`src/utf8s_pkg.sv`:
```
package utf8s_pkg;

  localparam logic [7:0] QMARK      = 8'h3F;
  localparam logic [7:0] MASK_ASCII = 8'h80;
  localparam logic [7:0] MASK_CONT  = 8'hC0;
  localparam logic [7:0] CODE_CONT  = 8'h80;
  localparam logic [7:0] MASK_LEAD2 = 8'hE0;
  localparam logic [7:0] CODE_LEAD2 = 8'hC0;
  localparam logic [7:0] MASK_LEAD3 = 8'hF0;
  localparam logic [7:0] CODE_LEAD3 = 8'hE0;
  localparam logic [7:0] MASK_LEAD4 = 8'hF8;
  localparam logic [7:0] CODE_LEAD4 = 8'hF0;

  localparam int unsigned MAX_OUT = 4;
  localparam int unsigned HOLD_DEPTH = 3;

  typedef struct packed {
    logic       bad;
    logic [1:0] extra;
  } lead_t;

  // one request's worth of results, slot 0 first
  typedef struct packed {
    logic [MAX_OUT-1:0][7:0] bytes;
    logic [MAX_OUT-1:0]      rep;
    logic [2:0]              cnt;
    logic                    fin;
  } burst_t;

  typedef struct packed {
    logic [1:0] held_count;
    logic [1:0] needed_count;
  } seq_status_t;

  function automatic lead_t lead_decode(input logic [7:0] b);
    lead_t r;
    r.bad   = 1'b0;
    r.extra = 2'd0;
    if ((b & MASK_ASCII) == 8'h00) begin
      r.extra = 2'd0;
    end else if ((b & MASK_LEAD2) == CODE_LEAD2) begin
      r.extra = 2'd1;
    end else if ((b & MASK_LEAD3) == CODE_LEAD3) begin
      r.extra = 2'd2;
    end else if ((b & MASK_LEAD4) == CODE_LEAD4) begin
      r.extra = 2'd3;
    end else begin
      r.bad = 1'b1;
    end
    return r;
  endfunction

endpackage

```
`src/utf8_byte_sanitizer_core.sv`:
```
// UTF-8 byte sanitizer. Takes one text byte per request (s_tlast on the last
// byte of a text) and returns the cleaned bytes: complete sequences pass
// unchanged, anything that cannot be part of a valid sequence becomes '?'
// with m_tuser[0] set. A multi-byte sequence is held until it is complete and
// then delivered as a burst; a broken sequence gives one '?' per held byte,
// followed by the judgement of the failing byte. Each input request yields
// 0 to 4 output requests, the last marked by m_tuser[1]; m_tlast marks the
// last output of a text. Throughput is one byte per cycle while each request
// yields at most one result and m_tready is high; a burst of several results
// holds s_tready low until the single output register replaying it sends its
// last one. The first result appears in the cycle after the request is taken.
module utf8_byte_sanitizer_core (
  input  logic       clk,
  input  logic       rst,
  input  logic       s_tvalid,
  output logic       s_tready,
  input  logic [7:0] s_tdata,   // [7:0] data_byte
  input  logic       s_tlast,   // final_byte
  output logic       m_tvalid,
  input  logic       m_tready,
  output logic [7:0] m_tdata,   // [7:0] out_byte
  output logic [1:0] m_tuser,   // [0] replaced, [1] run_end
  output logic       m_tlast    // text_end
);
  import utf8s_pkg::*;

  logic        s_accept;
  burst_t      burst;
  seq_status_t status;

  assign s_accept = s_tvalid && s_tready;

  utf8s_seq u_seq (
    .clk        (clk),
    .rst        (rst),
    .accept     (s_accept),
    .data_byte  (s_tdata),
    .final_byte (s_tlast),
    .burst      (burst),
    .status     (status)
  );

  utf8s_out u_out (
    .clk      (clk),
    .rst      (rst),
    .load     (s_accept),
    .burst    (burst),
    .ready    (m_tready),
    .free     (s_tready),
    .valid    (m_tvalid),
    .out_byte (m_tdata),
    .replaced (m_tuser[0]),
    .run_end  (m_tuser[1]),
    .text_end (m_tlast)
  );

  // input is taken only when the pending burst drains this cycle
  a_ready_drain: assert property (@(posedge clk) disable iff (rst)
    s_tready && m_tvalid |-> m_tready && m_tuser[1])
    else $error("request taken while a burst is still pending");

  a_text_end_run_end: assert property (@(posedge clk) disable iff (rst)
    m_tvalid && m_tlast |-> m_tuser[1])
    else $error("text end not on the last result of a request");

  a_replaced_qmark: assert property (@(posedge clk) disable iff (rst)
    m_tvalid && m_tuser[0] |-> m_tdata == QMARK)
    else $error("replaced result is not a question mark");

  a_final_clears: assert property (@(posedge clk) disable iff (rst)
    s_accept && s_tlast |=> status.held_count == 2'd0 && status.needed_count == 2'd0
      && m_tvalid)
    else $error("final byte left state held or gave no result");

endmodule

```
`src/utf8s_seq.sv`:
```
module utf8s_seq (
  input  logic                  clk,
  input  logic                  rst,
  input  logic                  accept,
  input  logic [7:0]            data_byte,
  input  logic                  final_byte,
  output utf8s_pkg::burst_t     burst,
  output utf8s_pkg::seq_status_t status
);
  import utf8s_pkg::*;

  logic [HOLD_DEPTH-1:0][7:0] held;
  logic [HOLD_DEPTH-1:0][7:0] held_next;
  logic [1:0] held_count;
  logic [1:0] held_count_next;
  logic [1:0] needed_count;
  logic [1:0] needed_count_next;

  lead_t      lead;
  logic       is_cont;
  logic       no_held;
  logic [2:0] prefix;
  logic       from_held;
  logic       tail_v;
  logic [7:0] tail_byte;
  logic       tail_rep;
  logic [MAX_OUT-1:0][7:0] src;

  always_comb begin
    lead      = lead_decode(data_byte);
    is_cont   = (data_byte & MASK_CONT) == CODE_CONT;
    no_held   = (held_count == 2'd0) || (needed_count == 2'd0);
    prefix    = 3'd0;
    from_held = 1'b0;
    tail_v    = 1'b0;
    tail_byte = QMARK;
    tail_rep  = 1'b1;
    held_next = held;
    held_count_next   = 2'd0;
    needed_count_next = 2'd0;

    if (no_held || !is_cont) begin
      // no sequence held, or a broken one: flush any held bytes, then judge this byte as a lead
      prefix = no_held ? 3'd0 : {1'b0, held_count};
      if (lead.bad) begin
        tail_v = 1'b1;
      end else if (lead.extra == 2'd0) begin
        tail_v    = 1'b1;
        tail_byte = data_byte;
        tail_rep  = 1'b0;
      end else if (final_byte) begin
        tail_v = 1'b1;
      end else begin
        held_next[0]      = data_byte;
        held_count_next   = 2'd1;
        needed_count_next = lead.extra;
      end
    end else if (needed_count == 2'd1) begin
      from_held = 1'b1;
      prefix    = {1'b0, held_count};
      tail_v    = 1'b1;
      tail_byte = data_byte;
      tail_rep  = 1'b0;
    end else if (final_byte) begin
      prefix = {1'b0, held_count} + 3'd1;
    end else begin
      if (held_count != 2'd3) begin
        held_next[held_count] = data_byte;
      end
      held_count_next   = held_count + 2'd1;
      needed_count_next = needed_count - 2'd1;
    end

    src = {QMARK, held};
    for (int i = 0; i < MAX_OUT; i++) begin
      if (3'(i) < prefix) begin
        burst.bytes[i] = from_held ? src[i] : QMARK;
        burst.rep[i]   = !from_held;
      end else begin
        burst.bytes[i] = tail_byte;
        burst.rep[i]   = tail_rep;
      end
    end
    burst.cnt = prefix + {2'd0, tail_v};
    burst.fin = final_byte;
  end

  always_ff @(posedge clk) begin
    if (rst) begin
      held_count   <= 2'd0;
      needed_count <= 2'd0;
    end else if (accept) begin
      held_count   <= held_count_next;
      needed_count <= needed_count_next;
    end
  end

  always_ff @(posedge clk) begin
    if (accept) begin
      held <= held_next;
    end
  end

  assign status.held_count   = held_count;
  assign status.needed_count = needed_count;

endmodule

```
`src/utf8s_out.sv`:
```
module utf8s_out (
  input  logic              clk,
  input  logic              rst,
  input  logic              load,
  input  utf8s_pkg::burst_t burst,
  input  logic              ready,
  output logic              free,
  output logic              valid,
  output logic [7:0]        out_byte,
  output logic              replaced,
  output logic              run_end,
  output logic              text_end
);
  import utf8s_pkg::*;

  logic [MAX_OUT-1:0][7:0] bytes;
  logic [MAX_OUT-1:0]      rep;
  logic [2:0]              cnt;
  logic [1:0]              idx;
  logic                    fin;
  logic                    last;
  logic                    take;

  assign valid    = cnt != 3'd0;
  assign last     = {1'b0, idx} == (cnt - 3'd1);
  assign take     = valid && ready;
  assign free     = !valid || (take && last);
  assign out_byte = bytes[idx];
  assign replaced = rep[idx];
  assign run_end  = last;
  assign text_end = last && fin;

  always_ff @(posedge clk) begin
    if (rst) begin
      cnt <= 3'd0;
      idx <= 2'd0;
    end else if (load) begin
      cnt <= burst.cnt;
      idx <= 2'd0;
    end else if (take && last) begin
      cnt <= 3'd0;
    end else if (take) begin
      idx <= idx + 2'd1;
    end
  end

  always_ff @(posedge clk) begin
    if (load) begin
      bytes <= burst.bytes;
      rep   <= burst.rep;
      fin   <= burst.fin;
    end
  end

endmodule
```
`config.mk`:
```
export PLATFORM = sky130hd
export DESIGN_NAME = utf8_byte_sanitizer_core
export DESIGN_NICKNAME = d
export VERILOG_FILES = /design/src/utf8s_pkg.sv /design/src/utf8_byte_sanitizer_core.sv /design/src/utf8s_seq.sv /design/src/utf8s_out.sv
export SDC_FILE = /design/constraint.sdc
export NUM_CORES = 1
export LEC_CHECK = 0
export BUFFER_PORTS_ARGS = -buffer_cell sky130_fd_sc_hd__buf_2
export CAP_MARGIN = 10
export CORE_ASPECT_RATIO = 0.9
export CORE_MARGIN = 2
export CORE_UTILIZATION = 45
export CTS_CLUSTER_DIAMETER = 200
export DETAILED_ROUTE_END_ITERATION = 12
export PLACE_DENSITY = 0.74
export SYNTH_ARGS = -nofsm -noshare
export SYNTH_HDL_FRONTEND = slang
export SYNTH_HIERARCHICAL = 1
export SYNTH_SLANG_ARGS = --single-unit
export TNS_END_PERCENT = 100
```
`constraint.sdc`:
```
create_clock -name clk -period 4.1 [get_ports clk]
set_clock_uncertainty 0.2 [all_clocks]
set_input_delay 0.205 -clock clk [delete_from_list [all_inputs] [get_ports clk]]
set_output_delay 0.205 -clock clk [all_outputs]
set_load 0.02 [all_outputs]
```
* After elaboration in Yosys (flattened, before gate mapping)
Index checks and enable logic that the tools add are counted.
** Cells by class
- $add $sub $neg :: 6
- Magnitude comparators :: 7
- Equality and inequality tests :: 12
- Multiplexer cells :: 64
- Bitwise gates (word level) :: 4
- Reduce and logical (&&, ||, !) cells :: 22
** Operator list (count)
- $mux 8 :: 19
- $mux 2 :: 16
- $bwmux 24 :: 1
- $mux 1 :: 20
- $bmux 8 s2 :: 1
- $demux 8 s2 :: 1
- $mux 3 :: 5
- $logic_not 8->1 :: 1
- $reduce_and 7->1 :: 1
- $logic_not 2->1 :: 3
- $lt 1x3->1 const A :: 2
- $lt 2x3->1 const A :: 2
- $lt 2x3->1 const B :: 2
- $ne 2x1->1 const B :: 3
- $ne 2x2->1 const B :: 3
- $eq 5x5->1 const B :: 1
- $logic_and 1x1->1 :: 5
- $reduce_and 5->1 :: 1
- $add 2x1->2 const B :: 2
- $eq 4x4->1 const B :: 1
- $not 1->1 :: 4
- $reduce_bool 2->1 :: 2
- $add 2x1->3 const B :: 1
- $add 3x1->3 :: 1
- other kinds (13) :: 17
** Storage, ports and cells
- Register bits :: 70
- Bits of input ports :: 13
- Output and inout bits :: 13
- Word-level logic and storage cells :: 128

* Depth between registers and ports, before layout
Gate-level depths: netlist of the first run.
- Word-level depth :: 11
- Depth in mapped cells :: 11

* Hierarchy
Netlist of the first run, hierarchy kept.
** By module, submodules not included
- utf8s_seq :: instances 1, cells each 162, area an instance 1714.1 sq um, sequential area each 800.8 sq um
- utf8s_out :: instances 1, cells each 82, area an instance 1627.8 sq um, sequential area each 1211.2 sq um
- utf8_byte_sanitizer_core :: instances 1, cells each 1, area an instance 6.3 sq um, sequential area each 0.0 sq um

* Worst setup path before layout of the first run
Ideal clock, no wire load.
- Path type :: register to register
- Start point :: reg u_out.cnt[0]
- End point :: reg u_seq/held[10] (netlist name), enable pin
- Setup time :: 385 ps
- Data arrival time :: 3685 ps
- Slack :: -170 ps
- Cell stages (with the launch flop) :: 10
- Cells stage by stage :: dfxtp_1 > inv_1 > ha_1 > xnor2_1 > nor3_2 > nand2_1 > nand2_1 > and2_1 > nand4b_2 > nor3b_1
** Between the ends
- Longest elaborated chain between the ends :: 6
- Elaborated cells between the ends (all ways) :: 9
- Classes of those cells :: add/sub (1); eq/ne (1); reduce/logical (7)
** Ends and longest elaborated chain
- start, declared :: RTL line utf8s_out.sv:18 : logic [2:0] cnt;
- start signal, assigned :: RTL line utf8s_out.sv:38 : cnt <= burst.cnt;
- $sub 3x1->3 :: RTL line utf8s_out.sv:25 : assign last = {1'b0, idx} == (cnt - 3'd1);
- $eq 2x3->1 :: RTL line utf8s_out.sv:25
- named net m_tuser[1] :: RTL line utf8_byte_sanitizer_core.sv:22 : output logic [1:0] m_tuser,
- $logic_and 1x1->1 :: RTL line utf8s_out.sv:27 : assign free = !valid || (take && last);
- $logic_or 1x1->1 :: RTL line utf8s_out.sv:27
- named net s_tready :: RTL line utf8_byte_sanitizer_core.sv:16 : output logic s_tready,
- $logic_and 1x1->1 :: RTL line utf8_byte_sanitizer_core.sv:31 : assign s_accept = s_tvalid && s_tready;
- named net s_accept :: RTL line utf8_byte_sanitizer_core.sv:27 : logic s_accept;
- $reduce_and 5->1 (no source line)
- end signal, assigned :: RTL line utf8s_seq.sv:100 : held <= held_next;
- end, declared :: RTL line utf8s_seq.sv:12 : logic [HOLD_DEPTH-1:0][7:0] held;
The timed path passes the listed nets, and every way through them passes these cells.
A chain may end at the register's enable or synchronous reset.

* Worst setup path after layout of the first run
- Start point :: reg u_out.idx[0]
- End point :: reg u_seq.held_count[0]
** Between the ends
- Longest elaborated chain between the ends :: 4
** Ends and longest elaborated chain
- start, declared :: RTL line utf8s_out.sv:19 : logic [1:0] idx;
- start signal, assigned :: RTL line utf8s_out.sv:43 : idx <= idx + 2'd1;
- $eq 2x3->1 :: RTL line utf8s_out.sv:25
- $logic_and 1x1->1 :: RTL line utf8s_out.sv:27
- $logic_or 1x1->1 :: RTL line utf8s_out.sv:27
- $logic_and 1x1->1 :: RTL line utf8_byte_sanitizer_core.sv:31
- named net s_accept :: RTL line utf8_byte_sanitizer_core.sv:27
- end signal, assigned :: RTL line utf8s_seq.sv:93 : held_count <= held_count_next;
- end, declared :: RTL line utf8s_seq.sv:14 : logic [1:0] held_count;
The timed path passes the listed nets, and every way through them passes these cells.

==> results of run 1 <==
-- worst max-delay path: stages (launching register included) --
cell	delay (ns)
dfxtp_1	0.80
xnor2_1	0.18
nor3_2	0.34
nand2_1	0.09
nand2_1	0.09
and2_2	0.20
buf_4	0.50
inv_1	0.19
a311oi_1	0.24
a211oi_1	0.07
-- where the power goes --
part | internal (mW) | switching (mW) | total, mW
Sequential | 0.808 | 0.0117 | 0.819
Combinational | 0.0536 | 0.0819 | 0.136
Clock | 0.211 | 0.243 | 0.454
-- area by class of cell --
cell class / instances / area [µm²] / area share (%)
Clock buffer: 10 / 128 / 3.35
Clock inverter: 6 / 28.8 / 0.755
Inverter: 22 / 82.6 / 2.17
Multi-Input combinational cell: 144 / 1200 / 31.5
Sequential cell: 70 / 2010 / 52.8
Tap cell: 93 / 116 / 3.05
Timing Repair Buffer: 38 / 245 / 6.43
-- cell usage in the layout, fill, tap and decap left out, types with 2 or more instances in the layout --
cell type | Yosys | layout
a211oi_1 | 2 | 2
a21oi_1 | 12 | 12
a311oi_1 | 2 | 2
a31oi_1 | 3 | 3
and2_1 | 3 | 2
buf_2 | 3 | 25
buf_4 | 1 | 4
clkbuf_8 | 0 | 9
clkinv_1 | 0 | 3
clkinv_2 | 0 | 2
dfxtp_1 | 9 | 9
dlygate4sd3_1 | 0 | 9
edfxtp_1 | 61 | 61
ha_1 | 10 | 10
inv_1 | 21 | 21
mux2i_1 | 8 | 8
mux4_2 | 9 | 9
nand2_1 | 9 | 9
nand2_2 | 2 | 2
nand2b_1 | 2 | 2
nand3b_1 | 3 | 3
nand4_1 | 2 | 2
nor2_1 | 22 | 22
nor2b_1 | 5 | 5
nor3_1 | 8 | 8
nor3b_1 | 3 | 3
o21ai_0 | 2 | 2
o31ai_1 | 2 | 2
o32a_1 | 6 | 6
o41ai_1 | 3 | 3
xnor2_1 | 3 | 3
-- logic make-up after synthesis --
logic type	share of synthesized area, %
flops	60.1
fa+ha+maj	3.74
buf+inv	4.15
mux	8.89
simple gates	12.9
compound gates	9.23
xor+xnor	1.05
-- state kept, by name, indices dropped and copies added, names as in the netlist --
name / cells
u_out/bytes: 32
u_out/idx: 2
u_seq/needed_count: 2
u_seq/held_count: 2
u_out/rep: 4
u_out/cnt: 3
u_out/fin: 1
u_seq/held: 24
-- layer usage --
| metal | routed length (µm) | up-vias |
|---|---|---|
| met5 | 0 | - |
| met4 | 107 | 0 |
| met3 | 425 | 11 |
| met2 | 3230 | 72 |
| met1 | 2940 | 1021 |
| li1 | - | 1009 |
-- stage by stage --
| stage | cells | worst slack, ns | util, % | hold WS, ns |
|---|---|---|---|---|
| floorplan | 245 | 0.287 | - | 0.0696 |
| global placement | 358 | 1.13 | 49.9 | 0.257 |
| detailed placement | 358 | 1.06 | 49.9 | 0.253 |
| CTS | 383 | 1.04 | 53.3 | 0.0436 |
| global route | 383 | 0.698 | 53.3 | 0.0531 |
| finish | 383 | 1.07 | 53.3 | 0.0592 |
-- path summary, 6_finish.rpt --
path	from	endpoint	slack (ns)
setup reg to reg	u_out/idx[0]$_SDFFE_PP0P_	u_seq/held_count[0]$_SDFFE_PP0P_	1.07
hold / removal	s_tdata[6]	u_seq/held[14]$_DFFE_PP_	0.06
hold reg to reg	u_seq/needed_count[1]$_SDFFE_PP0P_	u_seq/needed_count[1]$_SDFFE_PP0P_	0.29
setup / recovery	u_out/idx[0]$_SDFFE_PP0P_	u_seq/held_count[0]$_SDFFE_PP0P_	1.07
==> impl_metrics.json, run 1 <==
{
  "maxSlewViolCount": 0,
  "synthesis.area_per_instance_um2": 13.7,
  "min_period_ns": 3.03,
  "power_density_nw_per_um2": 370,
  "synth_edf_count": 61,
  "grt_use_met1_pct": 24.6,
  "cts-htree-levels": 3,
  "end_kind": "flip-flop",
  "cts-root-buf": "clkbuf_8",
  "routabilityCongestion": 0.807,
  "cts_buffer_depth": 2,
  "grt_use_total_pct": 17.9,
  "final_layout_size_suffix_gt1_share_pct": 22.4,
  "drv_cap": 0,
  "initial_core_util_pct": 46.8,
  "fillers": 605,
  "wire_per_inst_um": 17.5,
  "num_vias": 2113,
  "yosys-top-cells-count": "edfxtp_1 (61), nor2_1 (22), inv_1 (21)",
  "syn_area_um2": 3350,
  "postSynthCellCount": 245,
  "yosysSeqAreaShare_pct": 60.1,
  "synth.area.top_cells": "edfxtp_1 (55%), mux4_2 (6.1%), dfxtp_1 (5.4%)",
  "die_area_um2": 8150,
  "fin_crit_sh_pct": 74.0,
  "synth_top_area_share_pct": 54.7,
  "die_h_um": 85.8,
  "rows": 29,
  "numCtsBuffers": 9,
  "arrival_ns": 3.05,
  "grt_overflow": 0,
  "grt_max_degree": 47,
  "die_w_um": 94.9,
  "grt_pass1_wl_um": 10800,
  "vdd_drop_max_v": 0.000139,
  "diodes": 0,
  "critical_path_class": "flip-flop to flip-flop",
  "firstDrtPassIters": 4,
  "post-cts-setup-buffer-count": 0,
  "io_pins": 26,
  "yosysWarnings": 6,
  "fp.coreArea_um2": 7150,
  "p_leak_nw": 1.29,
  "drc": 0,
  "grt_use_met3_pct": 3.08,
  "tightest_slew_ns": 0.857,
  "viasPerCell": 5.52,
  "finalSetupViolCount": 0,
  "clock.fmax_mhz": 330,
  "busiest_layer": "met2",
  "cts_resized": 0,
  "grt_pass1_vias": 2108,
  "clkSinkCount": 70,
  "cts_tree": "done",
  "detail-route-antenna-nets": 0,
  "critPathRequiredTime_ns": 4.11,
  "use_met2_pct": 27.9,
  "finalInstanceArea_um2": 3810,
  "tns_ns": 0,
  "crit_fanout": 46,
  "clock_insertion_delay_worst_skew_ns": 0.34,
  "clk_pin_slew_worst_paths_ns": 0.07,
  "async_flop_share_pct": 0,
  "status": "completed",
  "synth.most_common_cell": "edfxtp_1",
  "syn_nets": 268,
  "dpl_cell_area_um2": 3560,
  "port_buffers": 25,
  "ys_seq_elements": 70,
  "dpl.hpwl_um": 4500,
  "final-hold-violation-count": 0,
  "max-slew-margin-rel_pct": 42.8,
  "rsz0062_at_grt": "false",
  "synth_flop_cell": "edfxtp_1",
  "syn_to_final_growth_pct": 13.8,
  "grt_antenna_before_repair": 0,
  "synth_top_area_cell": "edfxtp_1",
  "p_total_mw": 1.41,
  "hold_path_depth": 1,
  "hold_buffers": 9,
  "final_nets": 308,
  "critPathLaunchType": "flip-flop",
  "wl_um": 6710,
  "synth_cell_types": 54,
  "drtIter0Drc": 158,
  "reg2reg_depth": 9,
  "hold_class": "input port to flip-flop"
}
(Power assumes the default switching activity.)
==> run 2, diff against run 1 <==
- PLACE_DENSITY: 0.74 -> 0.72
- clock period: 4.1 -> 3.1 ns (I/O delays scaled with it)
==> run 2 against run 1 <==
Effect of this change:
- total power rose by 51%
- clock-buffer cell count is the same
- first-iteration DRC count up 19%
- largest cell class unchanged
==> impl_metrics.json, run 2 (synthesis gave the netlist of run 1 again) <==
{
  "dpl.hpwl_um": 4270,
  "wl_um": 6450,
  "p_leak_nw": 1.36,
  "critical_path_class": "flip-flop to flip-flop",
  "rows": 29,
  "hold_class": "input port to flip-flop",
  "netSwitchingFraction_pct": 21.3,
  "largest_reg_flops": 32,
  "drc": 0,
  "cts_tree": "done",
  "cts_resized": 0,
  "maxSlewViolCount": 0,
  "cts-htree-levels": 3,
  "power_density_nw_per_um2": 537,
  "tightest_slew_ns": 0.584,
  "grt_use_total_pct": 17.4,
  "critPathRequiredTime_ns": 2.87,
  "io_pins": 26,
  "grt_max_degree": 47,
  "vdd_drop_max_v": 0.000204,
  "finalInstanceArea_um2": 3960,
  "die_w_um": 94.9,
  "cts-root-buf": "clkbuf_8",
  "pwr-share-clk_pct": 40.5,
  "final_layout_size_suffix_gt1_share_pct": 24.7,
  "syn_to_final_growth_pct": 18.3,
  "intPower_mw": 1.68,
  "clk_pin_slew_worst_paths_ns": 0.07,
  "grt_antenna_before_repair": 0,
  "largestRegisters": "u_out/bytes: 32 flops, u_seq/held: 24 flops, u_out/rep: 4 flops",
  "die_area_um2": 8150,
  "wire_per_inst_um": 16.6,
  "initial_core_util_pct": 46.8,
  "clock_insertion_delay_worst_skew_ns": 0.33,
  "seqPwrFrac_pct": 50.7,
  "critPathLaunchType": "flip-flop",
  "viasPerCell": 5.47,
  "diodes": 0,
  "grt_overflow": 0,
  "drtIter0Drc": 188,
  "finalSetupViolCount": 0,
  "numCtsBuffers": 9,
  "fin_crit_sh_pct": 89.5,
  "detail-route-antenna-nets": 0,
  "dpl_cell_area_um2": 3600,
  "drv_cap": 0,
  "switchingPower_mw": 0.455,
  "fp.coreArea_um2": 7150,
  "cts_buffer_depth": 2,
  "port_buffers": 25,
  "grt_pass1_vias": 2032,
  "combPwrFrac_pct": 8.8,
  "layout_common_cells": "edfxtp_1 (61), buf_2 (25), nor2_1 (22)",
  "tns_ns": 0,
  "arrival_ns": 2.55,
  "end_kind": "flip-flop",
  "routabilityCongestion": 0.807,
  "clkSinkCount": 70,
  "final_nets": 313,
  "grt_pass1_wl_um": 10500,
  "status": "completed",
  "max-slew-margin-rel_pct": 61.0,
  "num_vias": 2122,
  "final-hold-violation-count": 0,
  "firstDrtPassIters": 4,
  "rsz0062_at_grt": "false",
  "final_core_util_pct": 55.4,
  "die_h_um": 85.8,
  "clock.fmax_mhz": 361,
  "min_period_ns": 2.77,
  "largest-register": "u_out/bytes",
  "crit_fanout": 8,
  "final_common_cell": "edfxtp_1"
}
run 2: cell count changes in the layout (fill, tap and decap cells not counted), moves of 2 or more:
cell and change:
bufinv_16 +3, clkinv_1 -2, nor3b_1 -2, buf_4 +4
clkinv_2 -2, nor3b_4 +2
run 2: cell type report:
| cell class | instances | area, µm² |
|---|---|---|
| clock buffers | 10 | 128 |
| well taps | 93 | 116 |
| inverters | 22 | 82.6 |
| fillers | 569 | 3190 |
| repair buffers | 43 | 285 |
| multi-input cells | 144 | 1230 |
| clock inverters | 6 | 110 |
| flip-flops and latches | 70 | 2010 |
run 2: metrics by stage:
| stage | std cells | worst slack (ns) | hold WS, ns | total power, mW |
|---|---|---|---|---|
| floorplan | 245 | 0.0386 | 0.0196 | 1.22 |
| global placement | 359 | 0.258 | 0.206 | 1.27 |
| detailed placement | 359 | 0.190 | 0.203 | 1.28 |
| CTS | 385 | 0.148 | 0.0113 | 2.15 |
| global route | 388 | 0.105 | 0.0429 | 2.20 |
| finish | 388 | 0.327 | 0.0309 | 2.13 |
run 2: worst max-delay path, stage by stage, from the launching register on:
cell and delay (ns):
dfxtp_1 0.35, inv_1 0.08, ha_1 0.31, xnor2_1 0.16, nor3_4 0.23, nand2_1 0.09, nand2_1 0.08, and2_4 0.17
nand4b_2 0.23, nor3b_4 0.52
run 2: worst paths after layout:
check / startpoint / to / slack, ns / cells after the start
setup / recovery: u_out/cnt[0]$_SDFFE_PP0P_ / u_seq/held[14]$_DFFE_PP_ / 0.33 / 9
hold / removal: m_tready / u_out/cnt[2]$_SDFFE_PP0P_ / 0.03 / 3
setup reg to reg: u_out/cnt[0]$_SDFFE_PP0P_ / u_seq/held[14]$_DFFE_PP_ / 0.33 / 9
hold reg to reg: u_seq/needed_count[1]$_SDFFE_PP0P_ / u_seq/needed_count[1]$_SDFFE_PP0P_ / 0.27 / 2
run 2: timing repair:
action,4_1_cts,5_1_grt
hold buffers,10,0
endpoints found under the setup margin,0,6
setup buffers,0,2
hold endpoints to repair,33,0
run 2: metal layers:
layer,share of wire (%),track usage (%),vias to the layer above
li1,-,-,1020
met1,45,24.5,1018
met2,47,26.0,69
met3,5.1,3.43,15
met4,2.4,8.04,0
met5,0,0,-
run 2: power by group through the flow:
stage	Sequential, mW	Combinational (mW)	Clock, mW
after floorplan	1.10	0.122	0
after global placement	1.10	0.173	0
after detailed placement	1.10	0.177	0
after CTS	1.08	0.188	0.883
after global routing	1.08	0.207	0.915
final	1.08	0.188	0.863
